==> src/assert_macros.svh <==
// Assertion macros used by the top-level RTL file.
`ifndef ASSERT_MACROS_SVH
`define ASSERT_MACROS_SVH

// Same-cycle implication, disabled during reset.
`define APSP_ASSERT_SAME(label, clk, rst, pre, post, msg) \
   label: assert property (@(posedge clk) disable iff (rst) (pre) |-> (post)) \
      else $error(msg);

// Next-cycle implication, disabled during reset.
`define APSP_ASSERT_NEXT(label, clk, rst, pre, post, msg) \
   label: assert property (@(posedge clk) disable iff (rst) (pre) |=> (post)) \
      else $error(msg);

`endif

==> src/apsp_pkg.sv <==
// Shared types and constants for the all-pairs shortest path block.
`default_nettype none

package apsp_pkg;

   localparam int DIST_W = 24;

   typedef logic [DIST_W-1:0] dist_type;

   localparam dist_type DIST_UNREACH = 24'hFFFFFF;
   localparam dist_type DIST_MAXVAL  = 24'hFFFFFE;

   localparam logic [6:0] NODE_COUNT_RST = 7'd64;

   typedef enum logic [1:0] {
      MODE_CLEAR = 2'd0,
      MODE_ADD   = 2'd1,
      MODE_SOLVE = 2'd2,
      MODE_QUERY = 2'd3
   } mode_type;

   // Relaxation verdict: write back value when upd is set.
   typedef struct packed {
      logic     upd;
      dist_type value;
   } relax_type;

endpackage

`default_nettype wire

==> src/apsp_relax.sv <==
// Shared relaxation unit: saturating add and compare against the current entry.
`default_nettype none

module apsp_relax (
   input  apsp_pkg::dist_type  ak,
   input  apsp_pkg::dist_type  kb,
   input  apsp_pkg::dist_type  ab,
   output apsp_pkg::relax_type result
);
   import apsp_pkg::*;

   logic [DIST_W:0] sum;
   dist_type        sat;

   always_comb begin
      sum = {1'b0, ak} + {1'b0, kb};
      // clamp one below the unreachable mark
      if (sum > {1'b0, DIST_MAXVAL}) begin
         sat = DIST_MAXVAL;
      end else begin
         sat = sum[DIST_W-1:0];
      end
      result.upd   = (kb != DIST_UNREACH) && (sat < ab);
      result.value = sat;
   end

endmodule

`default_nettype wire

==> config.mk <==
export PLATFORM = sky130hd
export DESIGN_NAME = apsp_relax
export DESIGN_NICKNAME = d
export VERILOG_FILES = /design/src/assert_macros.svh /design/src/apsp_pkg.sv /design/src/apsp_relax.sv
export SDC_FILE = /design/constraint.sdc
export NUM_CORES = 1
export LEC_CHECK = 0
export BUFFER_PORTS_ARGS = -buffer_cell sky130_fd_sc_hd__buf_2
export CORE_MARGIN = 5
export CORE_UTILIZATION = 51
export DETAILED_ROUTE_END_ITERATION = 10
export PLACE_DENSITY = 0.95
export REMOVE_ABC_BUFFERS = 1
export SLEW_MARGIN = 20
export SYNTH_ARGS = -nofsm -noshare
export SYNTH_HDL_FRONTEND = slang
export SYNTH_SLANG_ARGS = --single-unit
==> constraint.sdc <==
create_clock -name vclk -period 9.98
set_clock_uncertainty 0.2 [all_clocks]
set_input_delay 1.996 -clock vclk [all_inputs]
set_output_delay 1.996 -clock vclk [all_outputs]
set_load 0.01 [all_outputs]
==> summary.txt <==
Hold path
  – Hold Crit Class: input port to output pin
  – Min-delay src: ab[0]
  – Worst hold stages: 4

Synthesis
  – Sequential area share after synthesis: 0%
  – Most frequent cell after synthesis: ha_1
  – Top cells by area, synth: ha_1 27%, nand2_1 7.2%, a21oi_1 7.1%
  – Synth Warn #: 0
  – Post-Syn Area: ~2200 µm²
  – Top-area cell type share of the netlist area: a little over a quarter
  – Library cells used by synthesis: 48
  – Top cell type by total area after synthesis: ha_1
  – Syn Area/Cell: 6.76 µm²
  – Post-Syn Instances: around 320
  – Top post-synthesis cells by count: 47 x ha_1, 42 x nand2_1, 32 x inv_1

Final layout
  – Diode count: 0
  – Final #Nets: ~540
  – P&R area growth vs syn: 24.0%
  – Fraction of layout cells with a size suffix above 1: about a quarter
  – Register area: 0 µm²
  – Non-Filler Instances: about 470
  – FFs & Latches: 0
  – Clock buffer count: 0

GRT
  – Total GRT Usage: between 20% and 30%
  – Vias in the first global route: between 2,000 and 3,000
  – Antenna violations before repair: 0
  – Largest net degree at the start of global routing: 17
  – Global route overflow: 0
  – First-pass GRT wire length: ~11 mm

Floorplanning
  – Die extent in x: 75.5 µm
  – # rows: 23
  – Die span in y: ~76 µm
  – Die Area: roughly 5700 µm²
  – Initial Util: between 50% and 60%
  – Core area: approximately 4100 µm²
  – Ports: 97

Pwr
  – VDD IR max: 0.0360 mV
  – Design Power: around 0.22 mW
  – Power density cells: roughly 80 nW/µm²
  – P_leak: between 1 and 1.5 nW

Worst setup path
  – Crit path from: ak[0]
  – Crit path max fanout: 16
  – Critical path type: input port to output pin
  – Startpoint types: input port
  – Worst Path Arrival: a little under 7000 ps
  – CP Capture Type: output pin
  – WP data required: between 7000 and 8000 ps

Drt
  – Via density: about 6.0
  – Residual DRC: 0
  – Drt first pass iters: 4
  – Initial drt markers: ~170
  – Drt total wl: ~7 mm
  – Antenna Nets Post-Route: 0
  – Via count: 2,803
  – WL/cell: 15.1 µm

Placement
  – I/O Buffers: slightly below 100
  – Routability cong.: a little under 1
  – DP HPWL: ~6.2 mm
  – Placed cells: approximately 470

Clocking
  – # Post-CTS Setup Buffers: 0
  – Hold-fix buffers, CTS: 0
  – Post_cts resized: 0

Timing
  – Final setup TNS: 0 ps
  – Max Slew Vio Count: 0
  – Final hold viol count: 0
  – RSZ-0062 raised after global routing: no
  – Min Tclk post-route: around 9000 ps
  – Max Clock Freq: 109 MHz
  – Setup violations, final: 0
  – Worst slew pin tran: 533 ps
  – Max-Slew Margin vs Limit: 64.3%
  – Final clock period utilization by the worst path: about 90%

Run
  – Max-cap violations: 0

Status
  – Status: finished clean
## final timing paths
check / end / slack [ps]
worst min-delay path: result[24] / 4130
worst max-delay path: result[24] / 840
## placed cells by master, fill, tap and decap left out, drive strengths merged, types with 4 or more instances in the layout
cell	count
nand2b	9
a211oi	4
nor2	16
inv	32
nor4	4
nor2b	5
nand2	42
a21oi	32
xnor2	8
or3	4
a21o	16
xor2	8
ha	47
nor3	8
buf	97
nand3	5
a31oi	4
o21ai	17
nand4	13
## power breakdown
group | total [mW] | internal [mW] | switching, mW
Combinational | 0.216 | 0.0909 | 0.125
Sequential | 0 | 0 | 0
Clock | 0 | 0 | 0
## area by class of cell
cell class                      count  area, µm²
Timing Repair Buffer               97        485
Inverter                           32        120
Multi-Input combinational cell    288       2050
Tap cell                           50       62.6
Fill cell                         383       1370
## cells by family (layout without fill, tap and decap cells)
| kind of cell | after synthesis | in the layout | synth area share, % |
|---|---|---|---|
| AOI/OAI and AO/OA | 97 | 97 | 28.6 |
| buffers and inverters | 36 | 129 | 6.51 |
| and+or+nand+nor | 124 | 124 | 29.3 |
| muxes | 3 | 3 | 1.37 |
| xor gates and xnor gates | 16 | 16 | 6.40 |
| adders and majority gates | 48 | 48 | 27.8 |
## per-layer routing
metal / up-vias / share of wire (%) / track usage (%)
li1: 1397 / - / -
met1: 1272 / 44 / 31.2
met2: 122 / 48 / 43.2
met3: 12 / 7.3 / 0.528
met4: 0 / 1.2 / 2.91
met5: - / 0 / 0
## per-stage QoR
step           setup WS, ps  util [%]  area [µm²]  hold WS (ps)
2_1_floorplan          1480         -        2170          3940
3_3_place_gp           1150      66.4        2720          4130
3_5_place_dp            953      66.4        2720          4130
4_1_cts                 948      66.4        2720          4130
5_1_grt                 560      66.4        2720          4150
6_report                835      66.4        2720          4130
## worst max-delay path, stage by stage
cell      delay [ps]
buf_2            100
ha_1             200
inv_1             70
fa_1             190
nand2b_1         130
a21oi_1          110
o21ai_0          410
a21oi_1          190
o31ai_1          250
a21oi_1          100
or2_2            290
a21oi_1          470
o21a_2           390
nand2_1          130
ha_1             320
a21o_1           170
a21o_1           170
a21o_1           170
a21oi_1          140
nor2b_1           60
o211ai_1         180
a211oi_1         110
a311oi_1         260
o21ai_0          140
o21ai_1           80
buf_2            140
No activity file was read; power rests on OpenSTA's default activity.
